===== src/sv/dlrs_pkg.sv =====
// ----------------------------------------------------------------------------
// dlrs_pkg: shared types and constants for the delay line ramp stepper
// Field widths, register map, operation and status codes, result beat type.
// ----------------------------------------------------------------------------
package dlrs_pkg;

    localparam int CODE_W       = 11;
    localparam int INTERVAL_W   = 20;
    localparam int MAX_CODE_DEF = 2047;

    localparam int APB_ADDR_W = 3;
    localparam int APB_DATA_W = 32;

    // register index as decoded from paddr[2]
    localparam logic REG_STEP_SIZE     = 1'b0;
    localparam logic REG_STEP_INTERVAL = 1'b1;

    localparam logic OP_TICK  = 1'b0;
    localparam logic OP_START = 1'b1;

    localparam logic ST_DONE   = 1'b0;
    localparam logic ST_REJECT = 1'b1;

    typedef logic [CODE_W-1:0]     t_code;
    typedef logic [INTERVAL_W-1:0] t_interval;

    typedef struct packed {
        t_code delay_word;
        logic  status;
        logic  last;
    } t_result;

    // up to two result beats produced by one accepted item
    typedef struct packed {
        logic [1:0] count;
        t_result    res0;
        t_result    res1;
    } t_push;

endpackage


===== src/sv/dlrs_cfg.sv =====
// ----------------------------------------------------------------------------
// dlrs_cfg: APB configuration registers
// Holds the step stride and tick period registers; zero-wait writes and reads.
// ----------------------------------------------------------------------------
module dlrs_cfg (
    input  logic                          i_clk,
    input  logic                          i_rst_n,
    input  logic                          psel,
    input  logic                          penable,
    input  logic                          pwrite,
    input  logic [dlrs_pkg::APB_ADDR_W-1:0] paddr,
    input  logic [dlrs_pkg::APB_DATA_W-1:0] pwdata,
    output logic [dlrs_pkg::APB_DATA_W-1:0] prdata,
    output logic                          pready,
    output dlrs_pkg::t_code               o_step_size,
    output dlrs_pkg::t_interval           o_step_interval
);
    import dlrs_pkg::*;

    t_code     r_step_size;
    t_interval r_step_interval;
    logic      wr_en;

    assign pready = 1'b1;
    assign wr_en  = psel & penable & pwrite & pready;

    always_ff @(posedge i_clk) begin
        if (!i_rst_n) begin
            r_step_size     <= '0;
            r_step_interval <= '0;
        end else if (wr_en) begin
            if (paddr[2] == REG_STEP_SIZE) begin
                r_step_size <= pwdata[CODE_W-1:0];
            end else begin
                r_step_interval <= pwdata[INTERVAL_W-1:0];
            end
        end
    end

    always_comb begin
        if (paddr[2] == REG_STEP_SIZE) begin
            prdata = APB_DATA_W'(r_step_size);
        end else begin
            prdata = APB_DATA_W'(r_step_interval);
        end
    end

    assign o_step_size     = r_step_size;
    assign o_step_interval = r_step_interval;

endmodule


===== src/sv/dlrs_core.sv =====
// ----------------------------------------------------------------------------
// dlrs_core: ramp state and step logic
// Handles one accepted start or tick beat per cycle and hands its results to the queue.
// ----------------------------------------------------------------------------
module dlrs_core #(
    parameter int MAX_CODE = dlrs_pkg::MAX_CODE_DEF
) (
    input  logic                i_clk,
    input  logic                i_rst_n,
    input  logic                i_accept,
    input  logic                i_operation,
    input  dlrs_pkg::t_code     i_start_code,
    input  dlrs_pkg::t_code     i_target_code,
    input  dlrs_pkg::t_code     i_step_size,
    input  dlrs_pkg::t_interval i_step_interval,
    output dlrs_pkg::t_push     o_push
);
    import dlrs_pkg::*;

    localparam t_code MAX_C = CODE_W'(MAX_CODE);

    t_code     r_current, n_current;
    t_code     r_goal, n_goal;
    logic      r_up, n_up;
    logic      r_active, n_active;
    t_interval r_wait, n_wait;

    t_interval       wait_dec;
    logic [CODE_W:0] sum_up;
    t_code           diff_dn;
    logic            step_bad;
    logic            finish;
    t_code           next_code;
    t_push           push;

    always_comb begin
        wait_dec = (r_wait != '0) ? r_wait - 1'b1 : '0;
        sum_up   = {1'b0, r_current} + {1'b0, i_step_size};
        // clamp at zero instead of wrapping
        diff_dn  = (r_current > i_step_size) ? r_current - i_step_size : '0;
        step_bad = (i_step_size == '0) || (i_step_size > MAX_C);
        if (step_bad) begin
            finish    = 1'b1;
            next_code = r_goal;
        end else if (r_up) begin
            finish    = sum_up >= {1'b0, r_goal};
            next_code = sum_up[CODE_W-1:0];
        end else begin
            finish    = diff_dn <= r_goal;
            next_code = diff_dn;
        end
    end

    always_comb begin
        n_current = r_current;
        n_goal    = r_goal;
        n_up      = r_up;
        n_active  = r_active;
        n_wait    = r_wait;
        push      = '0;
        if (i_accept) begin
            if (i_operation == OP_START) begin
                if ((i_start_code > MAX_C) || (i_target_code > MAX_C)
                        || (i_step_size > MAX_C)) begin
                    push.count = 2'd1;
                    push.res0  = '{delay_word: '0, status: ST_REJECT, last: 1'b1};
                end else begin
                    push.res0 = '{delay_word: i_start_code, status: ST_DONE, last: 1'b0};
                    n_current = i_start_code;
                    n_goal    = i_target_code;
                    if ((i_step_size == '0) || (i_start_code == i_target_code)) begin
                        push.count = 2'd2;
                        push.res1  = '{delay_word: i_target_code, status: ST_DONE,
                                       last: 1'b1};
                        n_current  = i_target_code;
                        n_up       = 1'b0;
                        n_active   = 1'b0;
                        n_wait     = '0;
                    end else begin
                        push.count = 2'd1;
                        n_up       = i_target_code > i_start_code;
                        n_active   = 1'b1;
                        n_wait     = i_step_interval;
                    end
                end
            end else if (r_active) begin
                n_wait = wait_dec;
                if (wait_dec == '0) begin
                    push.count = 2'd1;
                    if (finish) begin
                        push.res0 = '{delay_word: r_goal, status: ST_DONE, last: 1'b1};
                        n_current = r_goal;
                        n_active  = 1'b0;
                    end else begin
                        push.res0 = '{delay_word: next_code, status: ST_DONE, last: 1'b0};
                        n_current = next_code;
                        n_wait    = i_step_interval;
                    end
                end
            end
        end
    end

    always_ff @(posedge i_clk) begin
        if (!i_rst_n) begin
            r_current <= '0;
            r_goal    <= '0;
            r_up      <= 1'b0;
            r_active  <= 1'b0;
            r_wait    <= '0;
        end else begin
            r_current <= n_current;
            r_goal    <= n_goal;
            r_up      <= n_up;
            r_active  <= n_active;
            r_wait    <= n_wait;
        end
    end

    assign o_push = push;

    a_idle_no_wait: assert property (@(posedge i_clk) disable iff (!i_rst_n)
        !r_active |-> (r_wait == '0))
        else $error("wait count left nonzero while idle");

    a_up_short: assert property (@(posedge i_clk) disable iff (!i_rst_n)
        (r_active && r_up) |-> (r_current < r_goal))
        else $error("rising ramp reached its goal without finishing");

    a_down_short: assert property (@(posedge i_clk) disable iff (!i_rst_n)
        (r_active && !r_up) |-> (r_current > r_goal))
        else $error("falling ramp reached its goal without finishing");

endmodule


===== src/sv/dlrs_outq.sv =====
// ----------------------------------------------------------------------------
// dlrs_outq: three-slot result queue
// Takes up to two result beats per cycle and presents them in order.
// ----------------------------------------------------------------------------
module dlrs_outq (
    input  logic              i_clk,
    input  logic              i_rst_n,
    input  dlrs_pkg::t_push   i_push,
    output logic              o_room,
    output logic              o_valid,
    input  logic              i_ready,
    output dlrs_pkg::t_result o_result
);
    import dlrs_pkg::*;

    localparam int DEPTH = 3;

    t_result    r_slot [DEPTH];
    t_result    n_slot [DEPTH];
    logic [1:0] r_count, n_count;
    logic [1:0] cnt_after_pop;
    logic       pop;

    assign pop           = i_ready && (r_count != 2'd0);
    assign cnt_after_pop = r_count - {1'b0, pop};

    always_comb begin
        for (int k = 0; k < DEPTH; k++) begin
            // shift down on pop, then drop new beats behind what is left
            if (pop && (k < DEPTH - 1)) begin
                n_slot[k] = r_slot[k+1];
            end else begin
                n_slot[k] = r_slot[k];
            end
            if ((i_push.count != 2'd0) && (cnt_after_pop == 2'(k))) begin
                n_slot[k] = i_push.res0;
            end
            if ((i_push.count == 2'd2) && ((cnt_after_pop + 2'd1) == 2'(k))) begin
                n_slot[k] = i_push.res1;
            end
        end
        n_count = cnt_after_pop + i_push.count;
    end

    always_ff @(posedge i_clk) begin
        if (!i_rst_n) begin
            r_count <= '0;
        end else begin
            r_count <= n_count;
        end
    end

    always_ff @(posedge i_clk) begin
        r_slot <= n_slot;
    end

    assign o_room   = r_count <= 2'd1;
    assign o_valid  = r_count != 2'd0;
    assign o_result = r_slot[0];

    a_count_bound: assert property (@(posedge i_clk) disable iff (!i_rst_n)
        r_count <= 2'(DEPTH))
        else $error("result queue overfilled");

    a_push_room: assert property (@(posedge i_clk) disable iff (!i_rst_n)
        (i_push.count != 2'd0) |-> o_room)
        else $error("result pushed without room");

    a_pop_drains: assert property (@(posedge i_clk) disable iff (!i_rst_n)
        (pop && (i_push.count == 2'd0)) |=> (r_count == $past(r_count) - 2'd1))
        else $error("pop did not drain one beat");

endmodule


===== src/sv/delay_line_ramp_stepper_top.sv =====
// ----------------------------------------------------------------------------
// delay_line_ramp_stepper_top: setpoint ramp generator for a delay line
// Steps a delay code from a start value to a target, one write per interval.
//
//   channel  direction  handshake            payload
//   in       sink       i_valid / o_ready    i_operation, i_start_code,
//                                            i_target_code
//   out      source     o_valid / i_ready    o_delay_word, o_status, o_last
//   cfg      APB        psel/penable/pready  step stride @0x0, tick period @0x4
//
// One input beat per cycle while o_ready is high; its results enter the output
// queue at the edge that accepts it, so an empty queue offers the first result
// beat the next cycle. A start that finishes at once yields two result beats,
// others at most one. o_ready is high while the three-slot queue has room for
// two beats, so a stalled sink holds input back once two result beats wait.
// Reset is synchronous; it clears the ramp, both registers and the queue.
// ----------------------------------------------------------------------------
module delay_line_ramp_stepper_top #(
    parameter int MAX_CODE = dlrs_pkg::MAX_CODE_DEF
) (
    input  logic                            i_clk,
    input  logic                            i_rst_n,
    input  logic                            psel,
    input  logic                            penable,
    input  logic                            pwrite,
    input  logic [dlrs_pkg::APB_ADDR_W-1:0] paddr,
    input  logic [dlrs_pkg::APB_DATA_W-1:0] pwdata,
    output logic [dlrs_pkg::APB_DATA_W-1:0] prdata,
    output logic                            pready,
    input  logic                            i_valid,
    output logic                            o_ready,
    input  logic                            i_operation,
    input  dlrs_pkg::t_code                 i_start_code,
    input  dlrs_pkg::t_code                 i_target_code,
    output logic                            o_valid,
    input  logic                            i_ready,
    output dlrs_pkg::t_code                 o_delay_word,
    output logic                            o_status,
    output logic                            o_last
);
    import dlrs_pkg::*;

    t_code     cfg_stride;
    t_interval cfg_period;
    t_push     push;
    t_result   result;
    logic      room;

    assign o_ready = room;

    dlrs_cfg u_cfg (
        .i_clk           (i_clk),
        .i_rst_n         (i_rst_n),
        .psel            (psel),
        .penable         (penable),
        .pwrite          (pwrite),
        .paddr           (paddr),
        .pwdata          (pwdata),
        .prdata          (prdata),
        .pready          (pready),
        .o_step_size     (cfg_stride),
        .o_step_interval (cfg_period)
    );

    dlrs_core #(
        .MAX_CODE (MAX_CODE)
    ) u_core (
        .i_clk           (i_clk),
        .i_rst_n         (i_rst_n),
        .i_accept        (i_valid & room),
        .i_operation     (i_operation),
        .i_start_code    (i_start_code),
        .i_target_code   (i_target_code),
        .i_step_size     (cfg_stride),
        .i_step_interval (cfg_period),
        .o_push          (push)
    );

    dlrs_outq u_outq (
        .i_clk    (i_clk),
        .i_rst_n  (i_rst_n),
        .i_push   (push),
        .o_room   (room),
        .o_valid  (o_valid),
        .i_ready  (i_ready),
        .o_result (result)
    );

    assign o_delay_word = result.delay_word;
    assign o_status     = result.status;
    assign o_last       = result.last;

endmodule

===== config.mk =====
export PLATFORM = sky130hd
export DESIGN_NAME = delay_line_ramp_stepper_top
export DESIGN_NICKNAME = d
export VERILOG_FILES = /design/src/sv/dlrs_pkg.sv /design/src/sv/dlrs_cfg.sv /design/src/sv/dlrs_core.sv /design/src/sv/dlrs_outq.sv /design/src/sv/delay_line_ramp_stepper_top.sv
export SDC_FILE = /design/constraint.sdc
export NUM_CORES = 1
export LEC_CHECK = 0
export ABC_AREA = 1
export CORE_ASPECT_RATIO = 1.4
export CORE_MARGIN = 1
export CORE_UTILIZATION = 59
export CTS_CLUSTER_SIZE = 25
export DETAILED_ROUTE_END_ITERATION = 10
export DONT_BUFFER_PORTS = 1
export PLACE_DENSITY_LB_ADDON = 0.12
export SYNTH_ARGS = -nofsm -noshare
export SYNTH_HDL_FRONTEND = slang
export SYNTH_SLANG_ARGS = --single-unit

===== constraint.sdc =====
create_clock -name i_clk -period 3.4 [get_ports i_clk]
set_input_delay 0.34 -clock i_clk [delete_from_list [all_inputs] [get_ports i_clk]]
set_output_delay 0.34 -clock i_clk [all_outputs]
set_load 0.05 [all_outputs]

# Word-level counts from Yosys, hierarchy flattened
# Index checks and enable logic that the tools add are counted.
[totals]
ff_bits = 116
input_bits = 65
output_inout_bits = 48
word_cells = 116
[classes]
add_sub_neg = 6
magnitude_cmp = 8
eq_ne = 7
muxes = 44
bitwise_logic = 5
n_reduce_logical = 29
[ops]
columns = ["operator", "n"]
rows = [
  ["two-way mux 20 bit", 8],
  ["two-way mux 13 bit", 12],
  ["two-way mux 11 bit", 9],
  ["two-way mux 15 bit", 3],
  ["> comparator 11 bit, second input constant", 3],
  ["two-way mux 28 bit", 1],
  ["> comparator 11 bit", 2],
  ["logical NOT 20 bit", 1],
  ["nonzero test 20 bit", 1],
  ["subtractor 20 x 1 -> 20 bit, second input constant", 1],
  ["two-way mux 14 bit", 1],
  ["adder 11 x 11 -> 12 bit", 1],
  [">= comparator 12 x 11 -> 1 bit", 1],
  ["== test 11 bit", 1],
  ["less-or-equal comparator 11 bit", 1],
  ["logical NOT 11 bit", 1],
  ["subtractor 11 bit", 1],
  ["nonzero test 2 bit", 5],
  ["two-way mux 1 bit", 9],
  ["logical AND 1 bit", 7],
  ["== test 2 bit, second input constant", 3],
  ["AND reduction 2 bit", 3],
  ["AND reduction 3 bit", 2],
  ["nonzero test 3 bit", 2],
  ["other kinds (12)", 20],
]

# Longest topological paths before layout
# Gate-level depths: netlist of run 1.
[logic_depth]
depth_word = 14
depth_mapped = 29
ltp_nobuf = 27

# By module
# Synthesis of run 1 repeated with hierarchy kept, for this count alone.
[unflattened]
hier_cells = 1441
hier_area_um2 = 9499.1
[modules_own_cells]
columns = ["mod", "n_inst", "cells_each", "area_per_inst_um2", "seq_area_each_um2"]
rows = [
  ["dlrs_core", 1, 897, 5395.2, 880.8],
  ["dlrs_outq", 1, 278, 2434.8, 1211.2],
  ["dlrs_cfg", 1, 264, 1661.6, 620.6],
  ["delay_line_ramp_stepper_top", 1, 2, 7.5, 0.0],
]

# Worst setup path after synthesis of run 1
# No wires, ideal clock.
[synth_timing]
path_type = "register to register"
from = "register u_cfg.r_step_size[9], in the netlist u_cfg.o_step_size[9]"
to = "register u_outq.r_slot, in the netlist u_outq.o_result[12] (data pin)"
setup_time_ns = 0.252
t_arrival_ns = 3.256
t_required_ns = 3.148
setup_slack_ns = -0.109
stages_incl_launch_ff = 24
n_path_buf = 2
synth_period_minus_slack_ns = 3.509
cell_sequence = "dfxtp_1 -> inv_1 -> ha_1 -> clkbuf_1 -> nand2_1 -> nor3_1 -> nand4_1 -> nand2_1 -> inv_1 -> nand3_1 -> inv_1 -> ha_1 -> nand2_1 -> nor3_1 -> nand2_1 -> nand3_1 -> nand2_1 -> a21boi_0 -> clkbuf_1 -> nand4_1 -> nand3_1 -> nand3_1 -> nand2_1 -> nand2_1"
[synth_lines]
columns = ["element", "line", "text"]
rows = [
  ["start, declared", "dlrs_cfg.sv:20", "t_code r_step_size;"],
  ["start signal, assigned", "dlrs_cfg.sv:33", "r_step_size <= pwdata[CODE_W-1:0];"],
  ["end signal, assigned", "dlrs_outq.sv:54", "r_slot <= n_slot;"],
  ["end, declared", "dlrs_outq.sv:18", "t_result r_slot [DEPTH];"],
]

# Final worst setup path of run 1
[layout_timing]
from = "register u_cfg.r_step_size[2], in the netlist u_cfg.o_step_size[2]"
to = "register u_core.r_wait[6]"
[layout_via]
elab_chain_cells = 9
elab_cells_between_ends = 21
cone_classes = "add/sub (2); order compare (4); eq/ne (1); mux (9); reduce/logical (5)"
[layout_rtl]
columns = ["element", "line", "text"]
rows = [
  ["subtractor 11 bit / > comparator 11 bit (equally long branches)", "dlrs_core.sv:40", "diff_dn = (r_current > i_step_size) ? r_current - i_step_size : '0;"],
  ["two-way mux 11 bit", "dlrs_core.sv:40", ""],
  ["less-or-equal comparator 11 bit", "dlrs_core.sv:49", "finish = diff_dn <= r_goal;"],
  ["two-way mux 1 bit", "dlrs_core.sv:45", "end else if (r_up) begin"],
  ["two-way mux 1 bit", "dlrs_core.sv:42", "if (step_bad) begin"],
  ["two-way mux 20 bit", "dlrs_core.sv:90", "if (finish) begin"],
  ["two-way mux 20 bit", "dlrs_core.sv:88", "if (wait_dec == '0) begin"],
  ["two-way mux 20 bit", "dlrs_core.sv:86", "end else if (r_active) begin"],
  ["two-way mux 20 bit", "dlrs_core.sv:62", "if (i_operation == OP_START) begin"],
  ["end signal, assigned", "dlrs_core.sv:116", "r_wait <= n_wait;"],
  ["end, declared", "dlrs_core.sv:26", "t_interval r_wait, n_wait;"],
]
# Several ways; a longest one is shown, not always the timed one. The select of a mux whose other input is x is not followed.
# A chain may end at the register's enable or synchronous reset.

==> results of run 1 <==
worst max path at each step:
stage                          from             endpoint  slack (ps)  cells after the start
2_1_floorplan  u_cfg.o_step_size[4]    u_outq.r_slot[17]           3                     29
3_3_place_gp   u_cfg.o_step_size[2]  u_outq.o_result[12]        -120                     24
3_5_place_dp   u_cfg.o_step_size[8]  u_outq.o_result[12]        -260                     23
4_1_cts         u_core.r_current[0]     u_core.r_wait[3]         -40                     25
5_1_grt        u_cfg.o_step_size[5]     u_core.r_wait[8]        -420                     21
6_report       u_cfg.o_step_size[2]     u_core.r_wait[6]        -210                     25
logic make-up (layout without fill, tap and decap cells):
kind of cell,after synthesis,count (layout),share of synthesized area (%)
buffers and inverters,288,376,13.7
adder cells (fa/ha/maj),60,60,8.50
XOR/XNOR,18,18,1.75
flip-flops,116,116,30.1
AND/OR/NAND/NOR,644,644,31.0
AO/OA/AOI/OAI,248,248,14.8
other,2,14,0.0834
state kept, by name, indices dropped and copies added, names as in the netlist:
signal,cells
u_outq.r_slot,26
u_cfg.o_step_interval,20
u_core.r_wait,20
u_outq.o_result,13
u_cfg.o_step_size,11
u_core.r_current,11
u_core.r_goal,11
u_outq.r_count,2
u_core.r_active,1
u_core.r_up,1
per-layer routing:
layer	routed length, um	vias to the layer above	GRT usage [%]	part of all wire [%]
met5	0	-	0	0
met4	2000	0	25.2	6.7
met3	1920	150	6.75	6.4
met2	15200	480	66.5	51
met1	10800	4447	37.9	36
li1	-	4610	-	-
power groups by stage:
stage / registers, mW / logic, mW / clock network, mW
6_report: 2.30 / 4.71 / 2.00
5_1_grt: 2.33 / 5.15 / 2.04
4_1_cts: 2.29 / 4.14 / 1.98
3_5_place_dp: 2.31 / 3.68 / 0
3_3_place_gp: 2.30 / 3.63 / 0
2_1_floorplan: 2.01 / 2.89 / 0
worst max-delay path: stages, from the launching register on:
cell	delay, ps
dfxtp_2	340
inv_2	50
ha_4	290
buf_6	100
inv_4	30
buf_6	110
a21oi_4	170
nand2_4	100
nand3_4	80
nand3_4	80
xor2_2	200
ha_1	320
a21oi_1	160
o31a_1	170
nand2_1	70
nand2_1	90
nand2_2	80
nand2_4	100
nand2_4	80
buf_12	160
nor2_4	220
buf_4	170
inv_4	60
nand2_1	70
nand3_1	80
a21oi_1	140
layout by cell type (no fill, tap or decap), drive strengths merged, types with 3 or more instances in the layout:
master      n
clkinvlp    3
buf       135
nand4      31
ha         58
nor2      107
xnor2       5
or2         5
a22oi       4
o21bai      7
xor2       13
a211oi     11
edfxtp     39
o21ai      98
nor3       10
nor4        3
dfxtp      77
conb       14
a31oi      14
inv       209
bufinv      4
a21oi     109
nand2     362
nand3     123
clkinv      6
clkbuf     19
final cells by class:
cell class	instances	area [um^2]	share of cell area, %
clock buffers	18	429	3.72
repair buffers	136	1190	10.3
well taps	192	240	2.08
inverters	207	790	6.84
repair inverters	1	6.26	0.0542
multi-input cells	984	5960	51.6
flip-flops and latches	116	2730	23.7
clock inverters	14	200	1.73
stage by stage:
stage	utilization, %	setup slack (ps)
floorplan	-	3.36
detailed placement	65.5	-264
finish	77.0	-211
CTS	73.1	-35.2
global route	77.0	-421
global placement	65.5	-119
what timing repair did:
| action | CTS | global route |
|---|---|---|
| cloned | 2 | 2 |
| endpoints found under the setup margin | 68 | 68 |
| gates resized for setup | 93 | 131 |
| pin swaps | 35 | 66 |
| endpoints found under the hold margin | 0 | 0 |
| setup buffers | 7 | 9 |
==> run metrics, run 1 <==
CTS buffer count 17; final worst slack -211 ps; sequential share of power 25.5%; drt pass-1 iters 8; clock share of power roughly 22%; Layout Skew between 10 and 15 ps; Synth area leader dfxtp_1; post-synthesis register bit count 116; DPL Wire Length 20.7 mm; Die X approximately 110 um; Worst setup SP type flip-flop; Final ANT Viol Nets 0; top-count cell post-synth nand2_1; hold slack final 21.7 ps; Finished Layout Cells 1668; Final Hold Fails 0; Setup crit end kind flip-flop; setup TNS -6940 ps; Clock Root Buffer clkbuf_16; Peak supply drop roughly 0.00045 V; area grow syn2layout 28.2%; CTS Buffer Depth 2; H-tree lvl count 4; DR DRC count 2; P_sw about 4.1 mW; Commonest cells post-synth 357 x nand2_1, 202 x inv_1, 113 x nand3_1; total of max-cap violations 0; Min-Delay Path Class in2reg; final wirelength around 30 mm; Clock transition at path regs ~70 ps; Max Fanout on Critical Path 7; RSZ-0062 raised after global routing true; final instance area 11500 um^2; ys async rst share 0%; Worst Tran Pin Value 1000 ps; clk sinks 116; CP Class reg2reg; GPL Wtd Cong around 0.96; WHS Path Cells 2; worst skew pair latency between 400 and 500 ps; Top FF cell, synth dfxtp_1; failing checks DRC, setup timing; WL/cell between 15 and 20 um; overall routing resource usage 36.7%; CTS tree done; via count approximately 9700; reg2reg path depth 25; die height ~150 um; Final period util 106%; outcome finished, violations left; via-per-instance ratio just under 6; Starting Density about three fifths; dominant cells by area after synthesis dfxtp_1 17%, nand2_1 15%, edfxtp_1 13%; worst path required time 3750 ps; row cnt 53; # IOs between 100 and 150; Arr. time, crit path slightly below 4000 ps; Hold Path End u_outq.r_count[0]; IO buf count 0; Cell Pwr Density 781 nW/um^2; layout cells sized above 1 roughly a quarter; count of final setup violators 63; number of synthesized flops with an enable pin 39; Nets 1588; vias in the first global route 9169; initial antenna violation count 0; FF-to-FF setup slack -210 ps; Cell variety after synth 39; combinational share of power a little over half; fillers 1105; slew margin rel. approximately a third; Worst R2R Start u_cfg.o_step_size[2]; post-synthesis cell area about 9000 um^2; internal power roughly 5.0 mW; P_leak between 5 and 6 nW; Placed Area about 9800 um^2; hold_buf cts 0; register area share after synthesis roughly 30%; Die ar. 15800 um^2; number of inserted diodes 0; Yosys top cell area share roughly 17%; total power draw between 9 and 10 mW; core area around 15000 um^2; Overflow after GRT 0; max frequency around 0.28 GHz; Mapped Avg Cell Area roughly 6.5 um^2; Switching Share between 40 and 50%; fin crit period between 3000 and 4000 ps; min-delay src i_rst_n; drt initial violations roughly 700; Yosys warning total 0; Placed Cells between 1500 and 2000; worst reg2reg path endpoint u_core.r_wait[6]; Final Max Slew Viols 0; largest net degree at the start of global routing between 60 and 70; first-pass GRT wire length 45.1 mm; Syn Inst Count 1376
No activity file was read; power rests on OpenSTA's default activity.
==> run 2: changes to the inputs <==
- CORE_MARGIN: 1 -> 2
==> run metrics, run 2 (same netlist as run 1, synthesis figures left out) <==
CTS buffer count 17 (unchanged); final instance area 11500 um^2 (about the same); reg2reg path depth 26 (was 25); Setup WS pre-CTS -226 ps (was -264 ps); vias in the first global route 8874 (was 9169); area grow syn2layout 27.9% (was 28.2%); worst skew pair latency 420 ps (was 430 ps); hold_buf cts 0 (unchanged); fin crit period 3620 ps (was 3610 ps); DR DRC count 0 (was 2); initial antenna violation count 0 (unchanged); via-per-instance ratio 5.71 (was 5.81); Cell Pwr Density 783 nW/um^2 (was 781 nW/um^2); die height 150 um (was 148 um); Worst Tran Pin Value 1070 ps (was 1000 ps); Final Hold Fails 0 (unchanged); max frequency 0.276 GHz (was 0.277 GHz); most frequent cells in the layout 328 x nand2_1, 181 x inv_1, 125 x buf_4 (was 327 x nand2_1, 182 x inv_1, 118 x buf_4); Min-Delay Path Class in2reg (unchanged); Layout Skew 12.9 ps (was 14.3 ps); number of inserted diodes 0 (unchanged); worst path required time 3570 ps (was 3750 ps); Die ar. 16300 um^2 (was 15800 um^2); first-pass GRT wire length 44.7 mm (was 45.1 mm); fillers 1104 (was 1105); drt pass-1 iters 6 (was 8); GPL Wtd Cong 0.975 (was 0.962); CTS Buffer Depth 2 (unchanged); Die X 108 um (was 106 um); clk sinks 116 (unchanged); Final period util 106% (about the same); Max Fanout on Critical Path 7 (unchanged); Worst setup SP type flip-flop (unchanged); H-tree lvl count 4 (unchanged); IO buf count 0 (unchanged); Overflow after GRT 0 (unchanged); Crit. Startpoint u_core.r_current[0] (was u_cfg.o_step_size[2]); hold slack final 24.1 ps (was 21.7 ps); Setup crit end kind flip-flop (unchanged); Largest Register u_outq.r_slot (unchanged); P_leak 5.62 nW (was 5.61 nW); WL/cell 17.7 um (was 17.9 um); outcome finished, violations left (unchanged); RSZ-0062 raised after global routing true (unchanged); Critical Path Sink u_outq.o_result[12] (was u_core.r_wait[6]); CTS tree done (unchanged); via count 9561 (was 9687); Starting Density 60.1% (unchanged); final wirelength 29.6 mm (was 29.8 mm); layout cells sized above 1 25.0% (was 25.3%); final worst slack -219 ps (was -211 ps); Placed Area 9860 um^2 (was 9810 um^2); slew margin rel. 28.0% (was 32.6%); largest net degree at the start of global routing 67 (unchanged); Final Max Slew Viols 0 (unchanged); row cnt 53 (unchanged); Clock Root Buffer clkbuf_16 (unchanged); Peak supply drop 0.000433 V (was 0.000451 V); Worst R2R Start u_core.r_current[0] (was u_cfg.o_step_size[2]); FF-to-FF setup slack -220 ps (was -210 ps); drt initial violations 630 (was 710); Arr. time, crit path 3790 ps (was 3960 ps); total of max-cap violations 0 (unchanged); CP Class reg2reg (unchanged); count of final setup violators 66 (was 63); # IOs 113 (unchanged); Final ANT Viol Nets 0 (unchanged); core area 15000 um^2 (unchanged); Nets 1594 (was 1588); most common cell after layout, fill and taps aside nand2_1 (unchanged); worst reg2reg path endpoint u_outq.o_result[12] (was u_core.r_wait[6]); overall routing resource usage 35.2% (was 36.7%); failing checks setup timing (was DRC, setup timing); Clock transition at path regs 60 ps (was 70 ps); max reg flops 26 (unchanged); DPL Wire Length 20.8 mm (was 20.7 mm)
==> run 2: changes by cell type in the layout (fill, tap and decap cells not counted), sizes merged <==
cell and change:
inv +1, clkinvlp -2, buf +7, bufinv -2, clkinv +2
==> run 2: worst min path at each step <==
stage / to / depth (start not counted) / start
after floorplan: u_cfg.o_step_interval[11] / 2 / u_cfg.o_step_interval[11]
after global placement: u_outq.r_count[0] / 2 / i_rst_n
after detailed placement: u_outq.r_count[0] / 2 / i_rst_n
after CTS: u_outq.r_count[0] / 2 / i_rst_n
after global routing: u_outq.r_count[0] / 2 / i_rst_n
final: u_outq.r_count[0] / 2 / i_rst_n
==> run 2: critical path, cell delays in order (launching register included) <==
cell and delay [ps]:
dfxtp_2 320, inv_2 70, ha_4 150, inv_4 40
fa_2 390, nand2_2 100, nand2_4 60, nand2_4 80
nand2_4 70, nand2_2 80, nand2_1 50, nand2_1 80
nand2_2 80, nor2_4 120, ha_4 220, buf_4 130
a21oi_1 310, nand3_2 130, nand2_2 110, a21boi_4 60
nand2_4 100, buf_12 160, a21oi_4 60, nand3_2 110
nand3_1 100, nand2_1 120, nand2_1 50
==> run 2: per-stage QoR <==
step | util [%] | setup TNS (ps) | total power [mW] | cells
2_1_floorplan | - | 0 | 4.90 | 1388
6_report | 76.9 | -8050 | 9.03 | 1674
3_5_place_dp | 65.8 | -9300 | 6.08 | 1624
5_1_grt | 76.9 | -18810 | 9.56 | 1674
4_1_cts | 72.4 | -0.456 | 8.17 | 1663
3_3_place_gp | 65.8 | -6370 | 6.02 | 1624
==> run 2: cell type report <==
type	instances	area, um^2	area share [%]
Multi-Input combinational cell	984	5960	51.8
Tap cell	192	240	2.09
Clock buffer	18	429	3.73
Timing Repair Buffer	143	1220	10.6
Sequential cell	116	2730	23.7
Clock inverter	14	154	1.34
Inverter	207	790	6.85
==> run 2: report_power, final <==
group | switching (mW) | internal [mW] | total, mW | leakage (nW)
logic | 2.93 | 1.98 | 4.91 | 4.33
registers | 0.445 | 1.85 | 2.29 | 1.00
clock network | 0.739 | 1.09 | 1.83 | 0.286
==> run 2: timing repair <==
item	CTS	global route
buffers inserted	7	10
gates resized for setup	86	131
endpoints found under the hold margin	0	0
pin swaps	22	73
setup endpoints to repair	67	68
gates cloned	0	1
==> run 2: layer usage <==
layer / up-vias / wire (um) / GRT usage, %
li1: 4635 / - / -
met3: 109 / 1990 / 6.28
met2: 426 / 15400 / 63.4
met1: 4391 / 10800 / 39.1
met4: 0 / 1420 / 17.9
met5: - / 0 / 0
==> run 3: changes to the inputs <==
- CORE_UTILIZATION: 59 -> 25
==> run metrics, run 3 (same netlist as run 1, synthesis figures left out) <==
via count 9225 (was 9561); largest net degree at the start of global routing 67 (unchanged); die height 229 um (was 150 um); final instance area 12300 um^2 (was 11500 um^2); Overflow after GRT 0 (unchanged); CTS tree done (unchanged); fin crit period 3400 ps (was 3620 ps); Worst setup SP type flip-flop (unchanged); P_leak 5.78 nW (was 5.62 nW); worst skew pair latency 430 ps (was 420 ps); clk sinks 116 (unchanged); fin util 34.3% (was 76.9%); DR DRC count 0 (unchanged); setup TNS -2.94 ps (was -8050 ps); most frequent cells in the layout 313 x nand2_1, 173 x inv_1, 152 x buf_4 (was 328 x nand2_1, 181 x inv_1, 125 x buf_4); Crit. Startpoint u_core.r_current[0] (unchanged); via-per-instance ratio 4.67 (was 5.71); Worst Tran Pin Value 1110 ps (was 1070 ps); Die X 164 um (was 108 um); drt initial violations 409 (was 630); RSZ-0062 raised after global routing true (unchanged); Setup WS pre-CTS -477 ps (was -226 ps); Layout Skew 15.5 ps (was 12.9 ps); Placed Cells 1911 (was 1624); first-pass GRT wire length 52.5 mm (was 44.7 mm); IO buf count 0 (unchanged); Placed Area 10300 um^2 (was 9860 um^2); Final ANT Viol Nets 0 (unchanged); Final Max Slew Viols 0 (unchanged); initial antenna violation count 0 (unchanged); overall routing resource usage 18.2% (was 35.2%); max frequency 0.294 GHz (was 0.276 GHz); Max Fanout on Critical Path 6 (was 7); Die ar. 37600 um^2 (was 16300 um^2); vias in the first global route 9296 (was 8874); Critical Path Sink u_outq.o_result[4] (was u_outq.o_result[12]); layout cells sized above 1 30.1% (was 25.0%); worst reg2reg path endpoint u_outq.o_result[4] (was u_outq.o_result[12]); CP Class reg2reg (unchanged); WL/cell 17.4 um (was 17.7 um); FF-to-FF setup slack -3 ps (was -220 ps); row cnt 82 (was 53); Final Hold Fails 0 (unchanged); Arr. time, crit path 3580 ps (was 3790 ps); Final period util 100% (was 106%); Finished Layout Cells 1974 (was 1674); hold slack final 29.0 ps (was 24.1 ps); H-tree lvl count 4 (unchanged); final wirelength 34.4 mm (was 29.6 mm); worst path required time 3580 ps (was 3570 ps); CTS Buffer Depth 2 (unchanged); reg2reg path depth 24 (was 26); Clock Root Buffer clkbuf_16 (unchanged); Cell Pwr Density 752 nW/um^2 (was 783 nW/um^2); Setup crit end kind flip-flop (unchanged); GPL Wtd Cong 0.850 (was 0.975); core area 35700 um^2 (was 15000 um^2); CTS buffer count 17 (unchanged); failing checks setup timing (unchanged); Clock transition at path regs 60 ps (about the same); hold_buf cts 0 (unchanged); # IOs 113 (unchanged); Starting Density 25.2% (was 60.1%); final worst slack -2.94 ps (was -219 ps); max reg flops 26 (unchanged); drt pass-1 iters 5 (was 6); Peak supply drop 0.000313 V (was 0.000433 V); DPL Wire Length 26.4 mm (was 20.8 mm); outcome finished, violations left (unchanged); Worst R2R Start u_core.r_current[0] (unchanged); fillers 3862 (was 1104); area grow syn2layout 36.2% (was 27.9%); total of max-cap violations 0 (unchanged); Largest Register u_outq.r_slot (unchanged); Nets 1624 (was 1594); total power draw 9.22 mW (was 9.03 mW); most common cell after layout, fill and taps aside nand2_1 (unchanged); number of inserted diodes 0 (unchanged); count of final setup violators 1 (was 66); Min-Delay Path Class in2reg (unchanged); slew margin rel. 25.4% (was 28.0%)
-- run 3: area by class of cell --
type | instances | area, um^2 | area share (%)
Timing Repair Buffer | 173 | 1430 | 11.7
Tap cell | 462 | 578 | 4.71
Clock inverter | 12 | 93.8 | 0.765
Multi-Input combinational cell | 984 | 6160 | 50.2
Inverter | 207 | 792 | 6.46
Clock buffer | 20 | 478 | 3.90
Sequential cell | 116 | 2740 | 22.3
-- run 3: layer usage --
metal,wire length [um],global-route usage [%],vias up
met2,18600,35.0,188
met1,13700,19.8,4319
li1,-,-,4681
met5,0,0,-
met3,1520,3.52,37
met4,627,5.43,0
-- run 3: worst min-delay path by stage --
stage	startpoint	end	slack [ps]	depth (start not counted)
floorplan	u_cfg.o_step_interval[11]	u_cfg.o_step_interval[11]	450	2
global route	i_rst_n	u_outq.r_count[0]	20	2
CTS	i_rst_n	u_outq.r_count[0]	10	2
global placement	i_rst_n	u_outq.r_count[0]	460	2
detailed placement	i_rst_n	u_outq.r_count[0]	460	2
finish	i_rst_n	u_outq.r_count[0]	30	2
-- run 3: where the power goes --
part	total, mW	internal, mW	switching (mW)
Sequential	2.30	1.85	0.454
Combinational	5.11	2.14	2.98
Clock	1.81	1.03	0.780
Total	9.22	5.01	4.21
-- run 3: worst max-delay path, stage by stage (launching register included) --
cell and delay [ps]:
dfxtp_2 320, inv_2 60, ha_4 140, inv_4 30, fa_2 350, nand2_2 90, nand2_4 70, nand2_4 70
nand2_4 60, xor2_2 190, nor2_4 70, ha_4 270, nand2_2 80, o21ai_2 150, nand3_2 100, nand3_2 80
nand2_2 70, a21boi_4 220, buf_6 130, buf_6 100, nand4_1 130, nand3_2 160, nand3_2 80, nand2_1 70
nand2_1 50
-- run 3: what timing repair did --
item | 4_1_cts | 5_1_grt
endpoints found under the hold margin | 0 | 0
pin swaps | 50 | 83
buffers inserted | 14 | 18
gates cloned | 1 | 0
resized for setup | 111 | 170
endpoints found under the setup margin | 68 | 68
